### src/sv/dsd_pkg.sv
// Shared types, constants and the segment table of the duty setpoint display core.
`default_nettype none

package dsd_pkg;

  // Display geometry
  localparam int unsigned DIGIT_COUNT = 3;

  // Reset values and limits
  localparam logic [6:0]  DUTY_RESET  = 7'd50;
  localparam logic [6:0]  DUTY_MAX    = 7'd100;
  localparam logic [15:0] TOP_RESET   = 16'd1249;
  localparam logic [9:0]  BLANK_RESET = 10'd720;
  localparam logic [7:0]  DOT_BIT     = 8'h80;

  // ADC scaling: sample * 500 / 1024
  localparam logic [8:0]  ADC_SCALE   = 9'd500;
  localparam int unsigned ADC_SHIFT   = 10;

  // Divide by 100 through reciprocal: ceil(2^30 / 100), exact for products below 2^23
  localparam logic [23:0] RECIP_100   = 24'd10737419;
  localparam int unsigned RECIP_SHIFT = 30;

  // Register byte addresses
  localparam logic [2:0]  ADDR_PWM_TOP     = 3'd0;
  localparam logic [2:0]  ADDR_BLANK_TICKS = 3'd4;

  // Commands
  typedef enum logic [1:0] {
    CMD_INC  = 2'd0,
    CMD_DEC  = 2'd1,
    CMD_ADC  = 2'd2,
    CMD_TICK = 2'd3
  } cmd_e;

  // What the display shows: a value up to 499, an optional dot, or nothing
  typedef struct packed {
    logic [8:0] val;
    logic       dot;
    logic       blank;
  } disp_t;

  // Seven-segment pattern of one decimal digit, segments a..g in bits 0..6
  function automatic logic [7:0] seg_of(input logic [3:0] digit);
    logic [7:0] pat;
    unique case (digit)
      4'd0:    pat = 8'h3F;
      4'd1:    pat = 8'h06;
      4'd2:    pat = 8'h5B;
      4'd3:    pat = 8'h4F;
      4'd4:    pat = 8'h66;
      4'd5:    pat = 8'h6D;
      4'd6:    pat = 8'h7D;
      4'd7:    pat = 8'h07;
      4'd8:    pat = 8'h7F;
      4'd9:    pat = 8'h6F;
      default: pat = 8'h00;
    endcase
    return pat;
  endfunction

endpackage

`default_nettype wire

### src/sv/dsd_seg_decode.sv
// Splits the display value into three digits and picks the segment pattern of one.
`default_nettype none

module dsd_seg_decode (
  input  var dsd_pkg::disp_t disp_i,
  input  wire logic [1:0]    pos_i,
  output logic [7:0]         pattern_o
);

  logic [14:0] hi_prod;
  logic [16:0] q10_prod;
  logic [3:0]  hi;
  logic [5:0]  q10;
  logic [5:0]  hi_x10;
  logic [8:0]  q10_x10;
  logic [3:0]  tens;
  logic [3:0]  ones;
  logic [7:0]  pat0;
  logic [7:0]  pat1;
  logic [7:0]  pat2;

  // val/100 and val/10 by reciprocal, exact for every 9-bit value
  assign hi_prod  = 15'(disp_i.val) * 15'd41;
  assign q10_prod = 17'(disp_i.val) * 17'd205;
  assign hi       = {1'b0, hi_prod[14:12]};
  assign q10      = q10_prod[16:11];
  assign hi_x10   = 6'(hi) * 6'd10;
  assign q10_x10  = 9'(q10) * 9'd10;
  assign tens     = 4'(q10 - hi_x10);
  assign ones     = 4'(disp_i.val - q10_x10);

  // Leading blanks, dot on the leftmost digit
  always_comb begin
    pat0 = (disp_i.val < 9'd100) ? 8'h00 : dsd_pkg::seg_of(hi);
    pat1 = (disp_i.val < 9'd10) ? 8'h00 : dsd_pkg::seg_of(tens);
    pat2 = dsd_pkg::seg_of(ones);
    if (disp_i.dot) begin
      pat0 = pat0 | dsd_pkg::DOT_BIT;
    end
  end

  // Select the scanned digit
  always_comb begin
    if (disp_i.blank) begin
      pattern_o = 8'h00;
    end else begin
      unique case (pos_i)
        2'd0:    pattern_o = pat0;
        2'd1:    pattern_o = pat1;
        2'd2:    pattern_o = pat2;
        default: pattern_o = 8'h00;
      endcase
    end
  end

endmodule

`default_nettype wire

### src/sv/duty_setpoint_seven_segment_display_core.sv
// Duty setpoint keeper with PWM compare value and a scanned three-digit display.
// Path: an accepted input beat is registered in stage 1, then stage 2, then the stage 3
// result register, which presents its result beat on the output.
// Throughput: one beat per cycle while the output is not stalled; three pipeline stages
// with valid bits, each stage moves on when the one after it is empty or being emptied.
// Reset: duty 50, display blank, scan at digit 0, idle count 0, registers at defaults.
`default_nettype none

module duty_setpoint_seven_segment_display_core (
  input  wire logic        clk_i,
  input  wire logic        rst_ni,

  // Input channel
  input  wire logic        in_valid_i,
  output logic             in_stall_o,
  input  wire logic [1:0]  cmd_i,
  input  wire logic [7:0]  step_amount_i,
  input  wire logic [9:0]  adc_sample_i,

  // Output channel
  output logic             out_valid_o,
  input  wire logic        out_stall_i,
  output logic [6:0]       duty_percent_o,
  output logic [15:0]      compare_value_o,
  output logic             digit_valid_o,
  output logic [1:0]       digit_index_o,
  output logic [7:0]       segment_pattern_o,

  // Configuration port
  input  wire logic        psel,
  input  wire logic        penable,
  input  wire logic        pwrite,
  input  wire logic [2:0]  paddr,
  input  wire logic [31:0] pwdata,
  output logic [31:0]      prdata,
  output logic             pready
);

  // Configuration registers
  logic [15:0] pwm_top_q;
  logic [9:0]  blank_ticks_q;
  logic        cfg_wr;

  assign pready = 1'b1;
  assign cfg_wr = psel && penable && pwrite && pready;

  always_ff @(posedge clk_i or negedge rst_ni) begin
    if (!rst_ni) begin
      pwm_top_q     <= dsd_pkg::TOP_RESET;
      blank_ticks_q <= dsd_pkg::BLANK_RESET;
    end else if (cfg_wr) begin
      if (paddr[2] == dsd_pkg::ADDR_BLANK_TICKS[2]) begin
        blank_ticks_q <= pwdata[9:0];
      end else begin
        pwm_top_q <= pwdata[15:0];
      end
    end
  end

  assign prdata = (paddr[2] == dsd_pkg::ADDR_BLANK_TICKS[2]) ? {22'd0, blank_ticks_q}
                                                              : {16'd0, pwm_top_q};

  // Pipeline flow control
  logic s1_v_q, s2_v_q, s3_v_q;
  logic adv1, adv2, adv3;
  logic accept;

  assign adv3       = !s3_v_q || !out_stall_i;
  assign adv2       = !s2_v_q || adv3;
  assign adv1       = !s1_v_q || adv2;
  assign in_stall_o = !adv1;
  assign accept     = in_valid_i && adv1;

  // Architectural state
  logic [6:0] duty_q, duty_d;
  logic [9:0] raw_q, raw_d;
  logic       adc_q, adc_d;
  logic       blank_q, blank_d;
  logic [1:0] scan_q, scan_d;
  logic [9:0] idle_q, idle_d;
  logic [1:0] pos_cur;
  logic [2:0] pos_inc;
  logic [8:0] sum;
  logic       is_tick;

  assign sum     = {2'b00, duty_q} + {1'b0, step_amount_i};
  assign pos_cur = (3'(scan_q) >= 3'(dsd_pkg::DIGIT_COUNT)) ? 2'd0 : scan_q;
  assign pos_inc = 3'(pos_cur) + 3'd1;
  assign is_tick = (dsd_pkg::cmd_e'(cmd_i) == dsd_pkg::CMD_TICK);

  // Next state for one accepted beat
  always_comb begin
    duty_d  = duty_q;
    raw_d   = raw_q;
    adc_d   = adc_q;
    blank_d = blank_q;
    scan_d  = scan_q;
    idle_d  = idle_q;
    unique case (dsd_pkg::cmd_e'(cmd_i))
      dsd_pkg::CMD_INC: begin
        duty_d  = (sum > 9'(dsd_pkg::DUTY_MAX)) ? 7'd1 : sum[6:0];
        raw_d   = 10'(duty_d);
        adc_d   = 1'b0;
        blank_d = 1'b0;
        idle_d  = 10'd0;
      end
      dsd_pkg::CMD_DEC: begin
        priority if (step_amount_i == 8'(duty_q)) begin
          duty_d = dsd_pkg::DUTY_MAX;
        end else if (step_amount_i > 8'(duty_q)) begin
          duty_d = 7'd1;
        end else begin
          duty_d = duty_q - step_amount_i[6:0];
        end
        raw_d   = 10'(duty_d);
        adc_d   = 1'b0;
        blank_d = 1'b0;
        idle_d  = 10'd0;
      end
      dsd_pkg::CMD_ADC: begin
        raw_d   = adc_sample_i;
        adc_d   = 1'b1;
        blank_d = 1'b0;
        idle_d  = 10'd0;
      end
      dsd_pkg::CMD_TICK: begin
        scan_d = (pos_inc >= 3'(dsd_pkg::DIGIT_COUNT)) ? 2'd0 : pos_inc[1:0];
        if (idle_q >= blank_ticks_q) begin
          blank_d = 1'b1;
        end else begin
          idle_d = idle_q + 10'd1;
        end
      end
      default: begin
        duty_d = duty_q;
      end
    endcase
  end

  always_ff @(posedge clk_i or negedge rst_ni) begin
    if (!rst_ni) begin
      duty_q  <= dsd_pkg::DUTY_RESET;
      raw_q   <= 10'd0;
      adc_q   <= 1'b0;
      blank_q <= 1'b1;
      scan_q  <= 2'd0;
      idle_q  <= 10'd0;
    end else if (accept) begin
      duty_q  <= duty_d;
      raw_q   <= raw_d;
      adc_q   <= adc_d;
      blank_q <= blank_d;
      scan_q  <= scan_d;
      idle_q  <= idle_d;
    end
  end

  // Stage 1: new setpoint and the display as seen by this beat
  logic [6:0]  s1_duty_q;
  logic [15:0] s1_top_q;
  logic        s1_tick_q;
  logic [1:0]  s1_pos_q;
  logic [9:0]  s1_raw_q;
  logic        s1_adc_q;
  logic        s1_blank_q;

  always_ff @(posedge clk_i or negedge rst_ni) begin
    if (!rst_ni) begin
      s1_v_q <= 1'b0;
    end else if (adv1) begin
      s1_v_q <= accept;
    end
  end

  // A tick shows the display before its own blanking; updates show their new value
  always_ff @(posedge clk_i) begin
    if (accept) begin
      s1_duty_q  <= duty_d;
      s1_top_q   <= pwm_top_q;
      s1_tick_q  <= is_tick;
      s1_pos_q   <= pos_cur;
      s1_raw_q   <= is_tick ? raw_q : raw_d;
      s1_adc_q   <= is_tick ? adc_q : adc_d;
      s1_blank_q <= is_tick ? blank_q : blank_d;
    end
  end

  // Stage 2: duty times top, ADC scaling
  logic [6:0]     s2_duty_q;
  logic [22:0]    s2_prod_q;
  logic           s2_tick_q;
  logic [1:0]     s2_pos_q;
  dsd_pkg::disp_t s2_disp_q;
  logic [18:0]    adc_prod;
  logic [8:0]     disp_val;

  assign adc_prod = 19'(s1_raw_q) * 19'(dsd_pkg::ADC_SCALE);
  assign disp_val = s1_adc_q ? adc_prod[18:dsd_pkg::ADC_SHIFT] : s1_raw_q[8:0];

  always_ff @(posedge clk_i or negedge rst_ni) begin
    if (!rst_ni) begin
      s2_v_q <= 1'b0;
    end else if (adv2) begin
      s2_v_q <= s1_v_q;
    end
  end

  always_ff @(posedge clk_i) begin
    if (adv2 && s1_v_q) begin
      s2_duty_q       <= s1_duty_q;
      s2_prod_q       <= 23'(s1_duty_q) * 23'(s1_top_q);
      s2_tick_q       <= s1_tick_q;
      s2_pos_q        <= s1_pos_q;
      s2_disp_q.val   <= disp_val;
      s2_disp_q.dot   <= s1_adc_q;
      s2_disp_q.blank <= s1_blank_q;
    end
  end

  // Stage 3: divide by 100 and segment decode into the result register
  logic [46:0] recip_prod;
  logic [7:0]  pattern;

  assign recip_prod = 47'(s2_prod_q) * 47'(dsd_pkg::RECIP_100);

  dsd_seg_decode u_seg_decode (
    .disp_i    (s2_disp_q),
    .pos_i     (s2_pos_q),
    .pattern_o (pattern)
  );

  always_ff @(posedge clk_i or negedge rst_ni) begin
    if (!rst_ni) begin
      s3_v_q <= 1'b0;
    end else if (adv3) begin
      s3_v_q <= s2_v_q;
    end
  end

  always_ff @(posedge clk_i) begin
    if (adv3 && s2_v_q) begin
      duty_percent_o    <= s2_duty_q;
      compare_value_o   <= recip_prod[dsd_pkg::RECIP_SHIFT +: 16];
      digit_valid_o     <= s2_tick_q;
      digit_index_o     <= s2_tick_q ? s2_pos_q : 2'd0;
      segment_pattern_o <= s2_tick_q ? pattern : 8'h00;
    end
  end

  assign out_valid_o = s3_v_q;

endmodule

`default_nettype wire

### config.mk
export PLATFORM = sky130hd
export DESIGN_NAME = duty_setpoint_seven_segment_display_core
export DESIGN_NICKNAME = d
export VERILOG_FILES = /design/src/sv/dsd_pkg.sv /design/src/sv/dsd_seg_decode.sv /design/src/sv/duty_setpoint_seven_segment_display_core.sv
export SDC_FILE = /design/constraint.sdc
export NUM_CORES = 1
export LEC_CHECK = 0
export BUFFER_PORTS_ARGS = -buffer_cell sky130_fd_sc_hd__buf_2
export CAP_MARGIN = 40
export CORE_ASPECT_RATIO = 1.5
export CORE_MARGIN = 4
export CORE_UTILIZATION = 64
export DETAILED_ROUTE_END_ITERATION = 6
export GPL_ROUTABILITY_DRIVEN = 0
export HOLD_SLACK_MARGIN = 0.12
export PLACE_DENSITY_LB_ADDON = 0.3
export SLEW_MARGIN = 20
export SYNTH_ARGS = -nofsm -noshare
export SYNTH_HDL_FRONTEND = slang
export SYNTH_SLANG_ARGS = --single-unit
### constraint.sdc
create_clock -name clk_i -period 9.45 [get_ports clk_i]
set_input_delay 1.4175 -clock clk_i [delete_from_list [all_inputs] [get_ports clk_i]]
set_output_delay 1.4175 -clock clk_i [all_outputs]
set_load 0.05 [all_outputs]
# After elaboration in Yosys (flattened, before gate mapping)
# Memory sizes are Yosys's and may differ from the RTL's.
# Cells that the tools add are included.
# classes
n_addsub,6
n_reduce_logical,22
multipliers,7
n_eq_ne,7
magnitude_cmp,7
bitwise,2
mux,21
# op_table
op,n
23-bit by 24-bit multiplier with 46-bit output (second input constant),1
10-bit case mux with 3 select lines,1
8-bit 2-to-1 mux,3
8-bit case mux with 3 select lines,1
7-bit by 16-bit multiplier with 23-bit output,1
7-bit 2-to-1 mux,3
10-bit 2-to-1 mux,2
10-bit case mux with 2 select lines,1
10-bit by 7-bit multiplier with 17-bit output (second input constant),1
9-bit by 8-bit multiplier with 17-bit output (second input constant),1
16-bit 2-to-1 mux,1
9-bit by 6-bit multiplier with 15-bit output (second input constant),1
7-bit case mux with 2 select lines,1
10-bit by 1-bit adder with 10-bit output (second input constant),1
10-bit greater-or-equal comparator,1
7-bit by 8-bit adder with 9-bit output,1
9-bit by 7-bit greater-than comparator with 1-bit output (second input constant),1
9-bit by 4-bit < comparator with 1-bit output (second input constant),1
9-bit by 7-bit < comparator with 1-bit output (second input constant),1
9-bit 2-to-1 mux,1
8-bit by 7-bit == test with 1-bit output,1
8-bit by 7-bit greater-than comparator with 1-bit output,1
2-bit AND reduction,4
4-bit subtractor,2
other kinds (19),39
# totals
ff_bits,176
in_bits,62
mem_bits_ro,336
output_inout_bits,69
wordCells,105
memories,3
# mem_list
memory,depth,word_bits,read_ports,rd_ports_with_merged_regs,wr,line,text
(name not given),16,7,1,0,0,dsd_pkg.sv:46,unique case (digit)
(name not given),16,7,1,0,0,dsd_pkg.sv:46,
(name not given),16,7,1,0,0,dsd_pkg.sv:46,

# Longest topological paths before layout
# depth
word_depth,6
mapped_depth,27
mapped_depth_nobuf,27

# Cells and area by module
# From an unflattened synthesis, not the netlist that was laid out.
# hier_totals
cells_unflattened,2284
hier_area_um2,24129.4
# modules_own_cells
module,instances,seq_area_each_um2,area_each_um2,cells_per_inst
duty_setpoint_seven_segment_display_core,1,5001.0,21463.1,1978
dsd_seg_decode,1,0.0,2666.3,306

# Least setup slack after synthesis
# Ideal clock, no wire load.
# synth_timing
path_kind,reg-to-reg
start,register s2_prod_q[6]
end,"register compare_value_o[14], data pin"
slack_ps,2609
setup_time_ps,265
period_less_slack_ps,6841
t_arrival_ps,6576
t_required_ps,9185
path_stages_with_launch,26
n_path_buf,0
path_cell_list,edfxtp_1 > inv_1 > fa_1 > inv_1 > fa_1 > inv_1 > fa_1 > fa_1 > inv_1 > fa_1 > fa_1 > inv_1 > fa_1 > inv_1 > ha_1 > nand3_1 > a21boi_0 > o311ai_0 > o311ai_0 > nor3_1 > o21ai_0 > o311ai_0 > o21ai_0 > a21oi_1 > o21ai_0 > xor2_1
# synth_via
elab_chain_cells,1
# synth_rtl
item,line,text
from (decl),duty_setpoint_seven_segment_display_core.sv:190,logic [22:0] s2_prod_q;
from (signal assigned),duty_setpoint_seven_segment_display_core.sv:211,s2_prod_q <= 23'(s1_duty_q) * 23'(s1_top_q);
23-bit by 24-bit multiplier with 46-bit output,duty_setpoint_seven_segment_display_core.sv:224,assign recip_prod = 47'(s2_prod_q) * 47'(dsd_pkg::RECIP_100);
net recip_prod[44],duty_setpoint_seven_segment_display_core.sv:221,logic [46:0] recip_prod;
to (signal assigned),duty_setpoint_seven_segment_display_core.sv:243,compare_value_o <= recip_prod[dsd_pkg::RECIP_SHIFT +: 16];
to (decl),duty_setpoint_seven_segment_display_core.sv:24,"output logic [15:0] compare_value_o,"
# The timed path passes the listed nets, and every way through them passes these cells.
# A chain may end at the register's enable or synchronous reset.

# Worst setup path after layout
# layout_timing
start,register s2_prod_q[6]
end,"register compare_value_o[12], data pin"
# Same word-level chain as after synthesis.

==> results.json <==
{
  "grt_pass1_vias": 17700,
  "worstPathArrival_ps": 8180,
  "syn_area_sq_um": 23600,
  "port_buffers": 95,
  "core_sq_um": 36600,
  "drc": 0,
  "async_reset_ff_share_pct": 34.1,
  "grt_usage_pct": 26.8,
  "start_util_pct": 64.6,
  "ys_types": 73,
  "rsz0062_at_grt": "false",
  "dpl.hpwl_microns": 43000,
  "vias": 15700,
  "tightest_slew_ps": 838,
  "cts_resized": 0,
  "cts-buffers-inserted": 17,
  "syn2layout_area_growth_pct": 6.87,
  "final.setup.tns_ps": 0,
  "n_fill_cell": 2676,
  "first_pass_iters": 5,
  "max_cap_viol_count": 0,
  "fin_util_pct": 69.1,
  "diodes": 0,
  "clk_latency_ps": 460,
  "dp.cells": 2787,
  "antenna_found_initial": 0,
  "pin_count": 131,
  "setup_viol": 0,
  "dieHeight_microns": 243,
  "grt_pass1_wl_microns": 85100,
  "cpMostUsedCell": "fa_1",
  "skew_ps": 11.4,
  "grt_max_degree": 61,
  "synth_enable_flop_cells": 116,
  "antenna_left": 0,
  "ys_seq_area_share_pct": 21.2,
  "synth.avg_cell_area_sq_um": 10.6,
  "hold_path.class": "reg -> reg",
  "max_freq_mhz": 125,
  "nets": 3141,
  "endpoint_kind": "flip-flop",
  "slew_violations": 0,
  "placementRows": 86,
  "crit_slowest_cell": "edfxtp_1",
  "synthTopCellsByArea": "fa_1 27%, ha_1 23%, edfxtp_1 15%, inv_1 8.4%, dfrtp_1 5.0%",
  "grt_remaining_overflow": 0,
  "clock_path_buffers": 2,
  "wl_microns": 50400,
  "netlist_instances": 2228,
  "clock_sinks": 176,
  "viasPerCell": 5.57,
  "crit_type": "reg -> reg",
  "wl_per_cell_microns": 17.9,
  "cts_hold_buf": 0,
  "max-slew-margin-rel_pct": 43.9,
  "period_share_pct": 84.4,
  "min_period_ps": 7980,
  "yosys_most_used_dff": "edfxtp_1",
  "htreeDepth": 4,
  "cts_setup_buffers": 0,
  "crit_fanout": 7,
  "drt-initial-drc-count": 636,
  "yosys_warnings": 0,
  "cts_tree": "built",
  "final_cells": 2821,
  "ys_ff_latch": 176,
  "status": "finished, final reports clean",
  "dieArea_sq_um": 40100,
  "synth_top_area_share_pct": 26.5,
  "cts_root_buffer": "clkbuf_16",
  "layout-drive-gt1-share_pct": 9.07,
  "startpoint_type": "flip-flop",
  "cpPeakStageDelay_ps": 570,
  "required_ps": 9650,
  "final_hold_viol_count": 0,
  "clkTransAtPathRegs_ps": 70,
  "die_w_microns": 165,
  "yosys.area.top_type": "fa_1"
}
[registers in the layout (all words and copies together), names as in the netlist, 11 cells and up]
register / flops
pwm_top_q: 16
s2_prod_q: 23
s2_disp_q: 11
compare_value_o: 16
s1_top_q: 16
[path summary, 6_finish.rpt]
check | depth (start not counted) | slack (ps) | end | startpoint
max | 26 | 1470 | compare_value_o[12] | s2_prod_q[6]
min | 0 | 420 | s2_pos_q[0] | s1_pos_q[0]
max reg2reg | 26 | 1470 | compare_value_o[12] | s2_prod_q[6]
min reg2reg | 0 | 420 | s2_pos_q[0] | s1_pos_q[0]
max in group asynchronous | 3 | 8070 | duty_q[1] | rst_ni
min in group asynchronous | 2 | 850 | idle_q[2] | rst_ni
[cell type report]
cell class / count / area (sq um) / area share [%]
tap: 484 / 606 / 2.40
timing repair buffer: 104 / 577 / 2.28
sequential: 176 / 5000 / 19.8
clock buffer: 18 / 429 / 1.70
inverter: 527 / 1980 / 7.83
multi-input combinational: 1498 / 16500 / 65.3
clock inverter: 14 / 170 / 0.673
[synthesized netlist by cell type (4+ instances only)]
cell        n
inv_1     527
dfrtp_1    47
a21boi_0    6
a22o_1      6
nand2_1   148
o21a_1     10
edfxtp_1  116
nand2b_1   16
ha_1      442
xor2_1     28
o21ai_0    55
xnor2_1    45
mux2_2     46
o31ai_1     4
a21o_1     30
nor3_1     14
fa_1      313
mux2i_1     8
clkbuf_1   22
a21oi_1    62
o21bai_1    8
a211oi_1    8
nand4_1    12
buf_4      18
and3_1     10
or2_2       5
o22a_1      5
dfstp_2    13
and2_1     40
a31oi_1    15
nand3_1    12
nor2b_1    21
nor2_1     50
[placed cells by master, fill, tap and decap left out, drive strengths merged, types with 10 or more instances in the layout]
master / n
xnor2: 46
a21oi: 64
and2: 40
nand2b: 16
a31oi: 15
clkbuf: 18
o21a: 10
ha: 442
fa: 313
buf: 104
conb: 17
dfrtp: 47
dfstp: 13
edfxtp: 116
o21ai: 58
xor2: 29
nor2: 51
nand3: 12
and3: 10
nand4: 12
nand2: 148
nor2b: 21
mux2: 46
inv: 534
a21o: 30
nor3: 14
[stage by stage]
| stage | hold WS, ps | setup slack [ps] | instance area (sq um) |
|---|---|---|---|
| 6_report | 421 | 1470 | 25300 |
| 5_1_grt | 441 | 950 | 25300 |
| 4_1_cts | 422 | 1460 | 25200 |
| 3_5_place_dp | 406 | 1470 | 24600 |
| 3_3_place_gp | 402 | 1580 | 24600 |
| 2_1_floorplan | 400 | 2610 | 23700 |
[logic make-up after synthesis]
| group | synth area share [%] |
|---|---|
| adders and majority gates | 49.9 |
| buffers and inverters | 9.32 |
| and+or+nand+nor | 7.12 |
| AOI/OAI and AO/OA | 6.91 |
| DFF | 21.2 |
| xor gates and xnor gates | 3.04 |
| muxes | 2.53 |
| other | 0.0318 |
[worst max-delay path: cells and delay by family (launching register included)]
family / cells / cell delay, ps
buffers and inverters: 7 / 720
adders and majority gates: 8 / 3740
DFF: 1 / 570
AOI/OAI and AO/OA: 9 / 2290
xor gates and xnor gates: 1 / 110
and+or+nand+nor: 1 / 270
[layer usage]
layer  vias up  global-route usage, %  share of wire, %
li1       7355                      -                 -
met1      7820                   28.8                35
met2       374                   49.9                55
met3       166                   3.99               3.8
met4         0                   14.1               5.9
met5         -                      0                 0
Power is not shown: default switching activity piles up to over one toggle a cycle in this logic, so the estimate is an artifact.
